==> config.mk <==
export PLATFORM = sky130hd
export DESIGN_NAME = line_pixel_generator
export DESIGN_NICKNAME = d
export VERILOG_FILES = /design/src/design/lpg_pkg.sv /design/src/design/lpg_front.sv /design/src/design/lpg_queue.sv /design/src/design/lpg_back.sv /design/src/design/line_pixel_generator.sv
export SDC_FILE = /design/constraint.sdc
export NUM_CORES = 1
export LEC_CHECK = 0
export BUFFER_PORTS_ARGS = -buffer_cell sky130_fd_sc_hd__buf_2
export CAP_MARGIN = 20
export CORE_UTILIZATION = 23
export DETAILED_ROUTE_END_ITERATION = 10
export RECOVER_POWER = 100
export SYNTH_ARGS = -nofsm -noshare
export SYNTH_HDL_FRONTEND = slang
export SYNTH_SLANG_ARGS = --single-unit
==> constraint.sdc <==
create_clock -name clk -period 10.5 [get_ports clk]
set_input_delay 1.05 -clock clk [delete_from_list [all_inputs] [get_ports clk]]
set_output_delay 1.05 -clock clk [all_outputs]
set_load 0.01 [all_outputs]
==> src/design/lpg_pkg.sv <==
// Shared types and constants for the line pixel generator.
`timescale 1ns / 1ps

package lpg_pkg;

    // Coordinate width of every endpoint and pixel.
    localparam int COORD_BITS = 12;
    // Unsigned major span, doubled minor span and signed error term.
    localparam int SPAN_W     = COORD_BITS + 1;
    localparam int TWICE_W    = COORD_BITS + 2;
    localparam int ERR_W      = COORD_BITS + 4;

    // Action codes carried by an input request.
    localparam logic ACT_START   = 1'b0;
    localparam logic ACT_ADVANCE = 1'b1;

    typedef logic signed [COORD_BITS-1:0] coord_t;
    typedef logic [SPAN_W-1:0]            span_t;
    typedef logic [TWICE_W-1:0]           twice_t;
    typedef logic signed [ERR_W-1:0]      err_t;

    // Input request: one start or advance.
    typedef struct packed {
        logic        action;
        coord_t      start_x;
        coord_t      start_y;
        coord_t      end_x;
        coord_t      end_y;
        logic [31:0] line_color;
    } in_req_t;

    // Output request: one pixel.
    typedef struct packed {
        coord_t      pixel_x;
        coord_t      pixel_y;
        logic [31:0] pixel_color;
        logic        pixel_valid;
        logic        last_pixel;
    } out_req_t;

    // Classified command passed from the front end to the drawing engine.
    typedef struct packed {
        logic        action;
        logic        swapped;
        coord_t      major_start;
        coord_t      major_end;
        coord_t      minor_start;
        logic        step_down;
        span_t       major_span;
        twice_t      twice_minor;
        logic [31:0] color;
    } cmd_t;

endpackage

==> src/design/lpg_front.sv <==
// Front end: classifies a request into a drawing command (axis swap, endpoint order, spans).
`timescale 1ns / 1ps

module lpg_front
    import lpg_pkg::*;
(
    input  in_req_t in_req,
    output cmd_t    cmd
);

    logic signed [COORD_BITS:0] dx;
    logic signed [COORD_BITS:0] dy;
    span_t                      adx;
    span_t                      ady;
    logic                       swapped;
    logic                       reverse;
    logic                       minor_neg;
    logic                       minor_zero;
    span_t                      minor_abs;

    // Endpoint deltas and their magnitudes.
    assign dx  = $signed({in_req.end_x[COORD_BITS-1], in_req.end_x})
               - $signed({in_req.start_x[COORD_BITS-1], in_req.start_x});
    assign dy  = $signed({in_req.end_y[COORD_BITS-1], in_req.end_y})
               - $signed({in_req.start_y[COORD_BITS-1], in_req.start_y});
    assign adx = dx[COORD_BITS] ? span_t'(-dx) : span_t'(dx);
    assign ady = dy[COORD_BITS] ? span_t'(-dy) : span_t'(dy);

    // A steep line runs along y; equal spans keep x as the major axis.
    assign swapped = adx < ady;

    // The endpoints are reversed when the major delta is negative.
    assign reverse    = swapped ? dy[COORD_BITS] : dx[COORD_BITS];
    assign minor_neg  = swapped ? dx[COORD_BITS] : dy[COORD_BITS];
    assign minor_zero = swapped ? (dx == '0) : (dy == '0);
    assign minor_abs  = swapped ? adx : ady;

    // Assemble the command.
    always_comb
    begin
        cmd.action      = in_req.action;
        cmd.swapped     = swapped;
        cmd.color       = in_req.line_color;
        cmd.major_span  = swapped ? ady : adx;
        cmd.twice_minor = {1'b0, minor_abs} << 1;
        if (reverse)
        begin
            cmd.major_start = swapped ? in_req.end_y   : in_req.end_x;
            cmd.major_end   = swapped ? in_req.start_y : in_req.start_x;
            cmd.minor_start = swapped ? in_req.end_x   : in_req.end_y;
            cmd.step_down   = !minor_neg && !minor_zero;
        end
        else
        begin
            cmd.major_start = swapped ? in_req.start_y : in_req.start_x;
            cmd.major_end   = swapped ? in_req.end_y   : in_req.end_x;
            cmd.minor_start = swapped ? in_req.start_x : in_req.start_y;
            cmd.step_down   = minor_neg;
        end
    end

endmodule

==> src/design/lpg_queue.sv <==
// Short command queue between the front end and the drawing engine.
`timescale 1ns / 1ps

module lpg_queue
    import lpg_pkg::*;
#(
    parameter int DEPTH = 2
)
(
    input  logic clk,
    input  logic rst_n,
    input  logic push,
    input  cmd_t push_cmd,
    output logic full,
    output logic head_valid,
    input  logic pop,
    output cmd_t head_cmd
);

    localparam int PTR_W = (DEPTH > 1) ? $clog2(DEPTH) : 1;
    localparam int CNT_W = $clog2(DEPTH + 1);

    cmd_t             entry_reg [DEPTH];
    logic [PTR_W-1:0] wr_ptr_reg;
    logic [PTR_W-1:0] wr_ptr_next;
    logic [PTR_W-1:0] rd_ptr_reg;
    logic [PTR_W-1:0] rd_ptr_next;
    logic [CNT_W-1:0] count_reg;
    logic [CNT_W-1:0] count_next;

    assign full       = (count_reg == CNT_W'(DEPTH));
    assign head_valid = (count_reg != '0);
    assign head_cmd   = entry_reg[rd_ptr_reg];

    // Pointer wrap and occupancy.
    always_comb
    begin
        wr_ptr_next = wr_ptr_reg;
        rd_ptr_next = rd_ptr_reg;
        count_next  = count_reg;
        if (push)
        begin
            wr_ptr_next = (wr_ptr_reg == PTR_W'(DEPTH - 1)) ? '0 : wr_ptr_reg + 1'b1;
        end
        if (pop)
        begin
            rd_ptr_next = (rd_ptr_reg == PTR_W'(DEPTH - 1)) ? '0 : rd_ptr_reg + 1'b1;
        end
        if (push && !pop)
        begin
            count_next = count_reg + 1'b1;
        end
        else if (pop && !push)
        begin
            count_next = count_reg - 1'b1;
        end
    end

    always_ff @(posedge clk or negedge rst_n)
    begin
        if (!rst_n)
        begin
            wr_ptr_reg <= '0;
            rd_ptr_reg <= '0;
            count_reg  <= '0;
        end
        else
        begin
            wr_ptr_reg <= wr_ptr_next;
            rd_ptr_reg <= rd_ptr_next;
            count_reg  <= count_next;
        end
    end

    // Entry storage needs no reset.
    always_ff @(posedge clk)
    begin
        if (push)
        begin
            entry_reg[wr_ptr_reg] <= push_cmd;
        end
    end

endmodule

==> src/design/lpg_back.sv <==
// Drawing engine: holds the line state, steps the error term and registers each pixel.
`timescale 1ns / 1ps

module lpg_back
    import lpg_pkg::*;
(
    input  logic     clk,
    input  logic     rst_n,
    input  logic     cmd_valid,
    output logic     cmd_ready,
    input  cmd_t     cmd,
    output logic     out_valid,
    input  logic     out_ready,
    output out_req_t out_req
);

    logic        active_reg;
    logic        active_next;
    logic        swapped_reg;
    coord_t      major_pos_reg;
    coord_t      major_end_reg;
    coord_t      minor_pos_reg;
    logic        step_down_reg;
    span_t       span_reg;
    twice_t      twice_minor_reg;
    err_t        err_reg;
    logic [31:0] color_reg;
    logic        out_valid_reg;
    out_req_t    out_req_reg;
    out_req_t    out_req_next;

    logic        is_start;
    logic        take;
    logic        src_swapped;
    coord_t      src_pos;
    coord_t      src_end;
    coord_t      src_minor;
    logic        src_down;
    span_t       src_span;
    twice_t      src_twice;
    err_t        src_err;
    logic [31:0] src_color;
    logic        last;
    err_t        err_sum;
    err_t        span_ext;
    logic        minor_step;
    coord_t      minor_next;
    err_t        err_next;
    coord_t      pos_next;

    // A command is taken whenever the output register is free or being drained.
    assign cmd_ready = !out_valid_reg || out_ready;
    assign take      = cmd_valid && cmd_ready;
    assign is_start  = (cmd.action == ACT_START);
    assign out_valid = out_valid_reg;
    assign out_req   = out_req_reg;

    // A start draws from the new command, an advance from the held state.
    assign src_swapped = is_start ? cmd.swapped     : swapped_reg;
    assign src_pos     = is_start ? cmd.major_start : major_pos_reg;
    assign src_end     = is_start ? cmd.major_end   : major_end_reg;
    assign src_minor   = is_start ? cmd.minor_start : minor_pos_reg;
    assign src_down    = is_start ? cmd.step_down   : step_down_reg;
    assign src_span    = is_start ? cmd.major_span  : span_reg;
    assign src_twice   = is_start ? cmd.twice_minor : twice_minor_reg;
    assign src_err     = is_start ? '0              : err_reg;
    assign src_color   = is_start ? cmd.color       : color_reg;

    // Error step, scaled by twice the major span.
    assign last       = (src_pos >= src_end);
    assign err_sum    = src_err + $signed({{(ERR_W - TWICE_W){1'b0}}, src_twice});
    assign span_ext   = $signed({{(ERR_W - SPAN_W){1'b0}}, src_span});
    assign minor_step = (err_sum > span_ext);
    assign err_next   = minor_step ? err_sum - (span_ext <<< 1) : err_sum;
    assign minor_next = !minor_step ? src_minor
                      : (src_down ? src_minor - coord_t'(1) : src_minor + coord_t'(1));
    assign pos_next   = src_pos + coord_t'(1);

    // Pixel for the output register; an advance with no line gives an empty request.
    always_comb
    begin
        if (is_start || active_reg)
        begin
            out_req_next.pixel_x     = src_swapped ? src_minor : src_pos;
            out_req_next.pixel_y     = src_swapped ? src_pos   : src_minor;
            out_req_next.pixel_color = src_color;
            out_req_next.pixel_valid = 1'b1;
            out_req_next.last_pixel  = last;
            active_next              = !last;
        end
        else
        begin
            out_req_next = '0;
            active_next  = 1'b0;
        end
    end

    always_ff @(posedge clk or negedge rst_n)
    begin
        if (!rst_n)
        begin
            active_reg    <= 1'b0;
            out_valid_reg <= 1'b0;
        end
        else
        begin
            if (take)
            begin
                active_reg <= active_next;
            end
            if (take)
            begin
                out_valid_reg <= 1'b1;
            end
            else if (out_ready)
            begin
                out_valid_reg <= 1'b0;
            end
        end
    end

    // Line state and output payload.
    always_ff @(posedge clk)
    begin
        if (take)
        begin
            out_req_reg <= out_req_next;
            if (is_start || active_reg)
            begin
                swapped_reg     <= src_swapped;
                major_end_reg   <= src_end;
                step_down_reg   <= src_down;
                span_reg        <= src_span;
                twice_minor_reg <= src_twice;
                color_reg       <= src_color;
                major_pos_reg   <= last ? src_pos   : pos_next;
                minor_pos_reg   <= last ? src_minor : minor_next;
                err_reg         <= last ? src_err   : err_next;
            end
        end
    end

endmodule

==> src/design/line_pixel_generator.sv <==
// Top level of the line pixel generator: front end, command queue and drawing engine.
//
// Usage: each input request on in_valid/in_ready is either a start (two endpoints
// and a color) or an advance. Every request yields exactly one output request on
// out_valid/out_ready: a start gives the first pixel of the new line, an advance
// gives the next pixel, with last_pixel set on the final one. An advance with no
// line in progress gives a request with pixel_valid low and all fields zero.
// A start during a line abandons the old line.
// Path: an accepted request is registered in the command queue and then in the output
// register before its pixel appears on out_req.
// Throughput: one request per cycle while out_ready is high.
// Stalls: while out_ready is low the output register holds; the queue of
// QUEUE_DEPTH commands keeps accepting until it fills, then in_ready drops.
// Reset: clears the queue, the output valid flag and the line-active flag, so the
// block starts idle with in_ready high.
`timescale 1ns / 1ps

module line_pixel_generator
    import lpg_pkg::*;
#(
    parameter int QUEUE_DEPTH = 2
)
(
    input  logic     clk,
    input  logic     rst_n,
    input  logic     in_valid,
    output logic     in_ready,
    input  in_req_t  in_req,
    output logic     out_valid,
    input  logic     out_ready,
    output out_req_t out_req
);

    cmd_t front_cmd;
    cmd_t head_cmd;
    logic queue_full;
    logic head_valid;
    logic head_ready;

    assign in_ready = !queue_full;

    // Request classification.
    lpg_front u_front (
        .in_req (in_req),
        .cmd    (front_cmd)
    );

    // Decoupling queue.
    lpg_queue #(
        .DEPTH (QUEUE_DEPTH)
    ) u_queue (
        .clk        (clk),
        .rst_n      (rst_n),
        .push       (in_valid && !queue_full),
        .push_cmd   (front_cmd),
        .full       (queue_full),
        .head_valid (head_valid),
        .pop        (head_valid && head_ready),
        .head_cmd   (head_cmd)
    );

    // Pixel stepping and output register.
    lpg_back u_back (
        .clk       (clk),
        .rst_n     (rst_n),
        .cmd_valid (head_valid),
        .cmd_ready (head_ready),
        .cmd       (head_cmd),
        .out_valid (out_valid),
        .out_ready (out_ready),
        .out_req   (out_req)
    );

endmodule

Yosys cells after proc, flatten, opt, wreduce, memory -nomap -nowiden:

Memories as Yosys holds them, arrays and structs flattened.
Cells that the tools add are included.

* bits in registers: 177
* RAM bits: 194
* input port bits: 85
* output and inout bits: 60
* word-level logic and storage cells: 97
* memories kept: 1

Memory list
* u_queue.entry_reg: words 2, bits a word 97, rd ports 1, clocked after Yosys merged registers in 0, write ports 1, RTL line lpg_queue.sv:23 `cmd_t entry_reg [DEPTH];`

* add/sub/neg operators: 13
* $lt $le $gt $ge: 3
* equality and inequality tests: 1
* mux-type cells: 39
* bitwise operators: 1
* reductions and logical operators: 20

Operators with widths (count)
* $mux W12: 13
* $mux W13: 5
* $mux W16: 3
* $mux W37: 1
* $mux W32: 1
* $logic_not A13 Y1: 2
* $neg A13 Y13: 2
* $sub A12 B12 Y13: 2
* $add A12 B2 Y12 const B: 2
* $add A16 B15 Y16: 1
* $gt A16 B14 Y1: 1
* $sub A16 B15 Y16: 1
* $mux W14: 1
* $lt A13 B13 Y1: 1
* $ge A12 B12 Y1: 1
* $mux W1: 12
* $sub A12 B2 Y12 const B: 1
* $logic_not A1 Y1: 7
* $mux W2: 3
* $reduce_bool A2 Y1: 3
* $logic_and A1 B1 Y1: 5
* $add A1 B1 Y1 const B: 2
* $add A2 B1 Y2 const B: 1
* $eq A2 B2 Y1 const B: 1
* 4 further kinds: 5

Longest topological paths before layout:

Gate-level depths: netlist of the first run.

* depth after elaboration: 8
* mapped depth: 28

Modules after synthesis:

From an unflattened synthesis of the first run, not the netlist that was laid out.

* cell total of the unflattened synthesis: 1698
* area total of the unflattened synthesis: 21192.8 um^2

Modules (own cells, without submodules)
* lpg_back: times used 1, cells an instance 835, area an instance 10058.4 um^2
* lpg_queue: times used 1, cells an instance 321, area an instance 7289.5 um^2
* lpg_front: times used 1, cells an instance 539, area an instance 3828.7 um^2
* line_pixel_generator: times used 1, cells an instance 3, area an instance 16.3 um^2

Worst setup path after synthesis of the first run:

No wires, ideal clock.

* path type: reg2reg
* start point: register u_queue.rd_ptr_reg
* end point: register u_back.color_reg[0], enable pin
* library setup time: 0.587 ns
* arrival: 6.290 ns
* data required time: 9.913 ns
* path slack: 3.623 ns
* stages on the path, launching flop included: 7
* period minus slack after synthesis: 6.877 ns
* path through: dfrtp_1 > buf_2 > mux2i_1 > clkbuf_1 > nor2_1 > clkbuf_1 > nor2_1

* cells in the longest elaborated chain, start to end: 4

RTL lines
* from (decl): RTL line lpg_queue.sv:26 `logic [PTR_W-1:0] rd_ptr_reg;`
* from (signal assigned): RTL line lpg_queue.sv:70 `rd_ptr_reg <= rd_ptr_next;`
* $mem_v2 Z2 W97
* $not A1 Y1: RTL line lpg_back.sv:54 `assign is_start = (cmd.action == ACT_START);`
* $logic_or A1 B1 Y1: RTL line lpg_back.sv:128 `if (is_start || active_reg)`
* $reduce_and A2 Y1 (no source line)
* to (signal assigned): RTL line lpg_back.sv:135 `color_reg <= src_color;`
* to (decl): RTL line lpg_back.sv:27 `logic [31:0] color_reg;`

No other way between the ends.
A chain may end at the register's enable or synchronous reset.

Worst setup path after layout of the first run:

* start point: register u_queue.rd_ptr_reg
* end point: register u_back.err_reg[12] (data pin)

* cells in the longest elaborated chain, start to end: 6
* elaborated cells between the ends (all ways): 12
* classes of those cells: add/sub: 2; order compare: 2; mux: 7; memory: 1

RTL lines
* $mem_v2 Z2 W97 *
* $mux W16 / $mux W14 (equally long branches): RTL line lpg_back.sv:66, lpg_back.sv:65
* $add A16 B15 Y16: RTL line lpg_back.sv:71 `assign err_sum = src_err + $signed({{(ERR_W - TWICE_W){1'b0}}, src_twice});`
* $sub A16 B15 Y16 / $gt A16 B14 Y1 (equally long branches): RTL line lpg_back.sv:74, lpg_back.sv:73
* $mux W16: RTL line lpg_back.sv:74 `assign err_next = minor_step ? err_sum - (span_ext <<< 1) : err_sum;`
* $mux W16 *: RTL line lpg_back.sv:138 `err_reg <= last ? src_err : err_next;`
* to (signal assigned): RTL line lpg_back.sv:138
* to (decl): RTL line lpg_back.sv:26 `err_t err_reg;`

Every way passes the cells marked *; elsewhere a longest branch is shown, timed or not.

==> results of run 1 <==
[cell families (layout without fill, tap and decap cells)]
| kind of cell | after synthesis | count (layout) | synth area share |
|---|---|---|---|
| AO/OA/AOI/OAI | 424 | 424 | 0.131 |
| other | 0 | 1 | 0 |
| buffers and inverters | 172 | 338 | 0.0339 |
| multiplexers | 141 | 141 | 0.0706 |
| AND/OR/NAND/NOR | 533 | 533 | 0.119 |
| flip-flops | 371 | 371 | 0.546 |
| adder cells (fa/ha/maj) | 107 | 107 | 0.0676 |
| XOR/XNOR | 76 | 76 | 0.0327 |
[per-stage QoR]
stage	instances	hold WS (ps)	utilization
finish	3146	431	0.273
floorplan	1824	461	-
global placement	3063	506	0.257
global route	3145	421	0.273
detailed placement	3063	514	0.257
CTS	3144	273	0.275
[critical path, delay by kind of cell, from the launching register on]
family	cells	cell delay, ps
flops	1	1780
xor+xnor	1	190
simple gates	8	1460
fa+ha+maj	2	600
compound gates	6	1720
mux	3	1420
buf+inv	1	600
[how the worst max path moves through the flow]
stage / end / slack (ps) / cells after the start
5_1_grt: u_back.err_reg[12]$_DFFE_PP_ / 1870 / 21
6_report: u_back.err_reg[12]$_DFFE_PP_ / 2440 / 21
4_1_cts: u_back.err_reg[12]$_DFFE_PP_ / 3820 / 21
3_5_place_dp: u_queue.entry_reg[0][87]$_DFFE_PP_ / 3500 / 21
2_1_floorplan: u_back.color_reg[0]$_DFFE_PP_ / 3620 / 6
3_3_place_gp: u_queue.entry_reg[0][87]$_DFFE_PP_ / 3540 / 21
[layout make-up]
cell class / instances / share of cell area
antenna: 1 / 0.000105
tap: 1155 / 0.0608
multi-input combinational: 1281 / 0.360
clock inverter: 32 / 0.0175
clock buffer: 49 / 0.0476
inverter: 91 / 0.0144
timing repair buffer: 166 / 0.0317
sequential: 371 / 0.468
[metal layers]
layer / up-vias / wire length [µm]
met2: 339 / 23000
met5: - / 0
met4: 0 / 1040
met3: 52 / 2590
li1: 6956 / -
met1: 6687 / 25400
[layout by cell type, fill, tap and decap left out, drive strengths merged, types with 6 or more instances in the layout]
cell type / count
nor3: 15
buf: 79
nand3: 18
dfrtp: 6
nand2: 236
xor2: 26
a21o: 47
nand2b: 13
a31oi: 30
o21ai: 143
xnor2: 50
o31ai: 10
nor2: 135
mux2i: 124
nor2b: 19
o21a: 16
o31a: 6
and3: 10
nor4: 12
clkinv: 14
a211oi: 34
and2: 51
inv: 99
a21oi: 92
clkbuf: 136
mux2: 17
edfxtp: 365
ha: 102
nand4: 6
==> flow_summary.ini, run 1 <==
[run_status]
run_status = complete, but fails checks
violations = max-capacitance violations, max-slew violations

[worst_setup_path]
crit_chain = mux2_1 -> buf_4 -> and2_0 -> ha_1 -> nor2b_1 -> o31a_1 -> o311ai_0 -> nand2_1 -> a2111oi_0 -> nor3_1 -> xor2_1 -> ha_1 -> nand3_1 -> nor2_1 -> nand4_1 -> a21oi_1 -> o22ai_1 -> o211a_4 -> nor2_4 -> mux2_1 -> mux2_2
arrival_ps = 8390
worst_path_max_delay_cell = dfrtp_1
reg2regPathDepth = 21
critPathKind = reg2reg
ff2ff_setup_slack_ps = 2440
cp_max_fo = 59
cp-end-kind = flip-flop
critPathLaunch = u_queue.rd_ptr_reg$_DFFE_PN0P_
start_kind = flip-flop
timing.rr.start = u_queue.rd_ptr_reg$_DFFE_PN0P_
worstReg2RegEnd = u_back.err_reg[12]$_DFFE_PP_
slowest_delay_ps = 1780
required_ps = 10830

[detailed_routing]
drt_first_iter_violations = 989
ant_nets = 0
wirelength_um = 52000
wl_per_cell_um = 16.5
drt-pass1-iter-count = 6
vias = 14000
vias_per_cell = 4.46
drc = 0

[clocking]
clock_latency_ps = 610
cts_hold_buf = 0
clkTransAtPathRegs_ps = 60
numCtsBuffers = 44
cts_num_sinks = 371
cts-resized-gates = 0
post_cts_buffers = 0
clockBufferDepth = 3
cts_tree = done
cts_root_buf = clkbuf_16
h-tree-depth = 2

[sta]
slew_viol_final = 409
hold_viol = 0
maxSlewHeadroom = -1.12
fin_crit_sh = 0.768
final.setup_skew_ps = 48.0
rsz0062_at_grt = no
period_minus_slack_ps = 8060
timing.final.ws_setup_ps = 2440
tns_ps = 0
fmax_ghz = 0.124
tightestPinTransition_ps = 3190
report.final.setup_viol = 0

[placement]
dpl_cell_area_mm2 = 0.0224
hpwl_um = 36800
place_congestion = 0.839
numPortBuffers = 144
pre_cts_slack_ps = 3500

[yosys]
syn_area_mm2 = 0.0204
synth_top_cell_by_area = edfxtp_1
ys.warnings.count = 0
synth_top_area_frac = 0.538
synth_cell_types = 80
syn_inst = 1824
yosys.cell_count.top_type = edfxtp_1
synth.net_count = 2016
yosysSeqAreaShare = 0.546
syn_avg_cell_area_um2 = 11.2
yosys-top-cells-area = edfxtp_1, ha_1, mux2i_1
ys_seq_elements = 371
synth_common_cells = edfxtp_1, nand2_1, nor2_1, o21ai_0, mux2i_1
synth_enable_flop_cells = 365
synthFlopType = edfxtp_1
async_flop_share = 0.0162

[global_routing]
antenna_found_initial = 2
grt_pass1_vias = 13100
grt_first_pass_wirelength_um = 78500
grtUsageMet1 = 0.162
grt_usage = 0.113
use_met3 = 0.0169
met2_usage = 0.176
grt-busiest-layer = met2
grt_overflow = 0
grt_max_degree = 76

[floorplanning]
die_area_mm2 = 0.0897
initial_core_util = 0.234
rows = 108
fp.dieW_um = 299
core_area_mm2 = 0.0872
io_pins = 145
die_h_um = 299

[layout]
final_nets = 2147
largest_register_ffs = 194
num-fill-cells = 9135
seq_area_mm2 = 0.0111
area_growth_pct = 16.7
multi_input_area_mm2 = 0.00856
drive_above_1_share = 0.0894
final_area_mm2 = 0.0238

[flow_run]
cap_violations = 10

[min_path]
hp-class = in2async
Power of run 1 is left out: the tool's default activity adds up to more than one toggle a clock period on the data nets, which glitch-free logic cannot reach.
==> inputs of run 2 (changes only) <==
- clock period: 10.5 -> 8.15 ns (I/O delays scaled with it)
==> run 2 against run 1 <==
The run still ends with max-capacitance violations, max-slew violations left. Via count is 0.45% higher. Clock skew shrank 20 ps. Flip-flop and latch count did not move. Register-to-register slack got worse by 850 ps. Routed wire length is 0.65% higher. First-iteration DRC count fell by 9.5%. Critical endpoint unchanged. Largest cell class unchanged.
==> flow_summary.ini, run 2 (synthesis results as in run 1) <==
[floorplanning]
initial_core_util = 0.234
die_area_mm2 = 0.0897
core_area_mm2 = 0.0872
io_pins = 145
fp.dieW_um = 299
die_h_um = 299
rows = 108

[clocking]
cts_hold_buf = 0
cts_num_sinks = 371
numCtsBuffers = 45
cts_root_buf = clkbuf_16
clock_latency_ps = 590
cts-resized-gates = 0
h-tree-depth = 2
clkTransAtPathRegs_ps = 60
post_cts_buffers = 0
cts_tree = done
clockBufferDepth = 3

[detailed_routing]
ant_nets = 0
wirelength_um = 52300
vias = 14100
drc = 0
vias_per_cell = 4.48
wl_per_cell_um = 16.6
drt_first_iter_violations = 895
drt-pass1-iter-count = 7

[global_routing]
grt_max_degree = 69
grt_first_pass_wirelength_um = 79800
grt_pass1_vias = 13400
antenna_found_initial = 0
grt_usage = 0.115
grt_overflow = 0

[sta]
period_minus_slack_ps = 6560
rsz0062_at_grt = no
report.final.setup_viol = 0
maxSlewHeadroom = -1.63
final.setup_skew_ps = 27.7
slew_viol_final = 404
fin_crit_sh = 0.805
hold_viol = 0
tns_ps = 0
tightestPinTransition_ps = 3950
fmax_ghz = 0.152

[worst_setup_path]
cp-end-kind = flip-flop
start_kind = flip-flop
reg2regPathDepth = 21
cp_max_fo = 48
arrival_ps = 6900
critPathKind = reg2reg
worstReg2RegEnd = u_back.err_reg[12]$_DFFE_PP_
required_ps = 8480
timing.rr.start = u_queue.rd_ptr_reg$_DFFE_PN0P_
ff2ff_setup_slack_ps = 1590

[layout]
fin_cells = 3150
n_antenna_cell = 0
final_nets = 2152
mostFrequentLayoutCells = edfxtp_1, nand2_1, o21ai_0, nor2_1, mux2i_1
final_common_cell = edfxtp_1
drive_above_1_share = 0.0887
largest_register_ffs = 194
area_growth_pct = 16.4

[flow_run]
cap_violations = 9

[run_status]
run_status = complete, but fails checks
violations = max-capacitance violations, max-slew violations

[placement]
dp.cells = 3068
numPortBuffers = 144
hpwl_um = 37200
place_congestion = 0.838

[min_path]
hp-class = in2async
run 2: cell types whose count changed in the layout (fill, tap and decap cells not counted), moves of 2 or more:
cell,change
clkinv_2,+5
clkbuf_16,+2
clkinv_4,-3
clkinv_16,-3
clkbuf_1,+4
clkinv_1,+2
buf_4,+5
inv_8,-2
inv_6,-6
run 2: through the flow:
stage	cell area [µm²]	setup slack [ps]	hold slack [ps]	util
after floorplan	20400	1270	461	-
after global placement	22400	1840	497	0.257
after detailed placement	22400	1770	511	0.257
after CTS	23900	2170	46.8	0.274
after global routing	23700	1010	204	0.272
final	23700	1590	190	0.272
run 2: worst max-delay path, cell delays in order (launching register included):
cell and delay [ps]:
dfrtp_1 1240, buf_4 810, mux2i_1 180, o21ai_0 380
ha_1 320, inv_1 130, nor2_1 50, o311ai_1 100
nand2_1 190, a2111oi_0 420, nor3_1 100, xor2_1 190
ha_1 320, nand3_1 70, nor2_1 120, nand4_1 140
a21oi_1 150, o22ai_1 120, o211a_1 220, nor2_4 420
mux2_1 370, mux2_2 250
run 2: final cells by class:
class                      instances  area [µm²]
clock buffer                      57        1210
clock inverter                    25         256
fill                            9153       63500
inverter                          91         342
multi-input combinational       1281        8550
sequential                       371       11100
tap                             1155        1450
timing repair buffer             170         786
run 2: per-layer routing:
| metal | vias up | share of wire | GRT usage |
|---|---|---|---|
| li1 | 6964 | - | - |
| met1 | 6716 | 0.48 | 0.162 |
| met2 | 347 | 0.43 | 0.176 |
| met3 | 70 | 0.058 | 0.0217 |
| met4 | 0 | 0.024 | 0.0346 |
| met5 | - | 0 | 0 |
run 2: worst max-delay path by stage:
stage | startpoint | end | slack [ps] | cells after the start
2_1_floorplan | u_queue.rd_ptr_reg$_DFFE_PN0P_ | u_back.color_reg[0]$_DFFE_PP_ | 1270 | 6
3_3_place_gp | in_req[32] | u_queue.entry_reg[0][59]$_DFFE_PP_ | 1840 | 17
3_5_place_dp | in_req[32] | u_queue.entry_reg[0][59]$_DFFE_PP_ | 1770 | 17
4_1_cts | u_queue.rd_ptr_reg$_DFFE_PN0P_ | u_back.err_reg[12]$_DFFE_PP_ | 2170 | 18
5_1_grt | u_queue.count_reg[0]$_DFFE_PN0P_ | u_queue.entry_reg[0][84]$_DFFE_PP_ | 1010 | 5
6_report | u_queue.rd_ptr_reg$_DFFE_PN0P_ | u_back.err_reg[12]$_DFFE_PP_ | 1590 | 21
Power of run 2 is left out for the same reason.
==> inputs of run 3 (changes only) <==
- clock period: 8.15 -> 6.05 ns (I/O delays scaled with it)
==> run 3 against run 2 <==
The run still ends with max-capacitance violations, max-slew violations left. Non-clock buffer count increased by 12. Clock skew decreased by 2.2 ps. Routed wire length increased by 0.41%. Flip-flop and latch count unchanged. Count of clock-buffer cells in the layout decreased by 2. Sequential share of layout area decreased by 0.12 points. Cell area increased by 0.28%. Fmax increased by 19%. Critical endpoint is now u_back.err_reg[11]$_DFFE_PP_.
==> flow_summary.ini, run 3 (synthesis results as in run 1) <==
[min_path]
whs_endpoint = u_queue.entry_reg[0][3]$_DFFE_PP_
hold_path.startpoint = in_req[3]
hp-class = in2reg
whs_path_depth = 1

[detailed_routing]
wl_per_cell_um = 16.6
vias = 14300
drt-pass1-iter-count = 5
ant_nets = 0
drt_first_iter_violations = 842
wirelength_um = 52500
drc = 0
vias_per_cell = 4.52

[run_status]
run_status = complete, but fails checks
violations = max-capacitance violations, max-slew violations

[floorplanning]
die_h_um = 299
initial_core_util = 0.234
core_area_mm2 = 0.0872
rows = 108
io_pins = 145
die_area_mm2 = 0.0897
fp.dieW_um = 299

[clocking]
post_cts_buffers = 0
cts_root_buf = clkbuf_16
cts_num_sinks = 371
numCtsBuffers = 44
clkTransAtPathRegs_ps = 60
cts_tree = done
clockBufferDepth = 3
h-tree-depth = 2
clock_latency_ps = 580

[placement]
dp.cells = 3079
pre_cts_slack_ps = 488
hpwl_um = 37600
numPortBuffers = 144
place_congestion = 0.902

[sta]
timing.final.ws_setup_ps = 542
maxSlewHeadroom = -0.833
hold_viol = 0
fmax_ghz = 0.182
report.final.setup_viol = 0
period_minus_slack_ps = 5510
tightestPinTransition_ps = 2750
fin_crit_sh = 0.910
rsz0062_at_grt = no
final.setup_skew_ps = 25.4
slew_viol_final = 283
tns_ps = 0

[worst_setup_path]
start_kind = flip-flop
cp-end-kind = flip-flop
critPathKind = reg2reg
ff2ff_setup_slack_ps = 540
worstReg2RegEnd = u_back.err_reg[11]$_DFFE_PP_
reg2regPathDepth = 21
cp_max_fo = 17
required_ps = 6350
arrival_ps = 5810
timing.rr.start = u_queue.rd_ptr_reg$_DFFE_PN0P_

[global_routing]
grt_max_degree = 90
grt_first_pass_wirelength_um = 80600
grt_pass1_vias = 13700
grt_overflow = 0
grt_usage = 0.115
antenna_found_initial = 2

[layout]
seq_area_mm2 = 0.0111
drive_above_1_share = 0.0889
num-fill-cells = 9163
final_common_cell = edfxtp_1
fin_cells = 3158
area_growth_pct = 16.8
mostFrequentLayoutCells = edfxtp_1, nand2_1, nor2_1, o21ai_0, mux2i_1
largest_register_ffs = 194
final_nets = 2163
multi_input_area_mm2 = 0.00855
n_antenna_cell = 0

[flow_run]
cap_violations = 5
run 3: changes by cell type in the layout (fill, tap and decap cells not counted), moves of 2 or more:
cell / previous run / this run
and2_1: 30 / 25
buf_12: 0 / 2
clkbuf_16: 46 / 44
clkinv_2: 11 / 5
buf_4: 17 / 19
and2_0: 21 / 26
clkbuf_2: 1 / 5
inv_6: 0 / 3
o21ai_1: 5 / 9
o21ai_0: 137 / 133
buf_2: 66 / 62
clkbuf_1: 95 / 103
run 3: final cells by class:
cell class,instances,share of cell area
sequential,371,0.468
clock buffer,55,0.0485
tap,1155,0.0608
timing repair buffer,182,0.0369
clock inverter,23,0.0120
inverter,91,0.0144
multi-input combinational,1281,0.360
run 3: critical path: stages (launching register included):
cell and delay, ps:
dfrtp_4 480, mux2_4 390, and2_1 200, ha_1 230
inv_1 70, fa_1 200, nor2b_1 60, o31a_1 280
o311ai_1 420, nand2_1 180, a2111oi_0 430, nor3_1 110
xor2_1 280, ha_1 310, nand3_1 80, nor2_1 50
a221o_1 290, o22ai_1 180, o211a_1 290, nor2_1 120
mux2_1 340, mux2_2 260
run 3: worst max-delay path by stage:
stage | startpoint | end | cells after the start
CTS | u_queue.rd_ptr_reg$_DFFE_PN0P_ | u_back.err_reg[11]$_DFFE_PP_ | 20
detailed placement | in_req[44] | u_queue.entry_reg[0][71]$_DFFE_PP_ | 19
finish | u_queue.rd_ptr_reg$_DFFE_PN0P_ | u_back.err_reg[11]$_DFFE_PP_ | 21
global placement | in_req[44] | u_queue.entry_reg[1][71]$_DFFE_PP_ | 19
global route | u_queue.rd_ptr_reg$_DFFE_PN0P_ | u_back.err_reg[1]$_DFFE_PP_ | 22
floorplan | u_queue.rd_ptr_reg$_DFFE_PN0P_ | u_back.minor_pos_reg[10]$_DFFE_PP_ | 26
run 3: metrics by stage:
stage          area [µm²]  hold slack, ps   util
2_1_floorplan       20400             309      -
3_3_place_gp        22600             496  0.259
3_5_place_dp        22600             497  0.259
4_1_cts             24000             171  0.276
5_1_grt             23800             187  0.273
6_report            23800             217  0.273
run 3: repair_timing:
item | CTS | global route
endpoints found under the hold margin | 6 | 0
endpoints found under the setup margin | 0 | 0
hold buffers | 1 | 0
resized for setup | 0 | 0
run 3: per-layer routing:
layer	routed length, µm	track usage
met1	25700	0.165
met4	1460	0.0364
met3	2780	0.0192
met2	22600	0.176
met5	0	0
Power of run 3 is left out for the same reason.
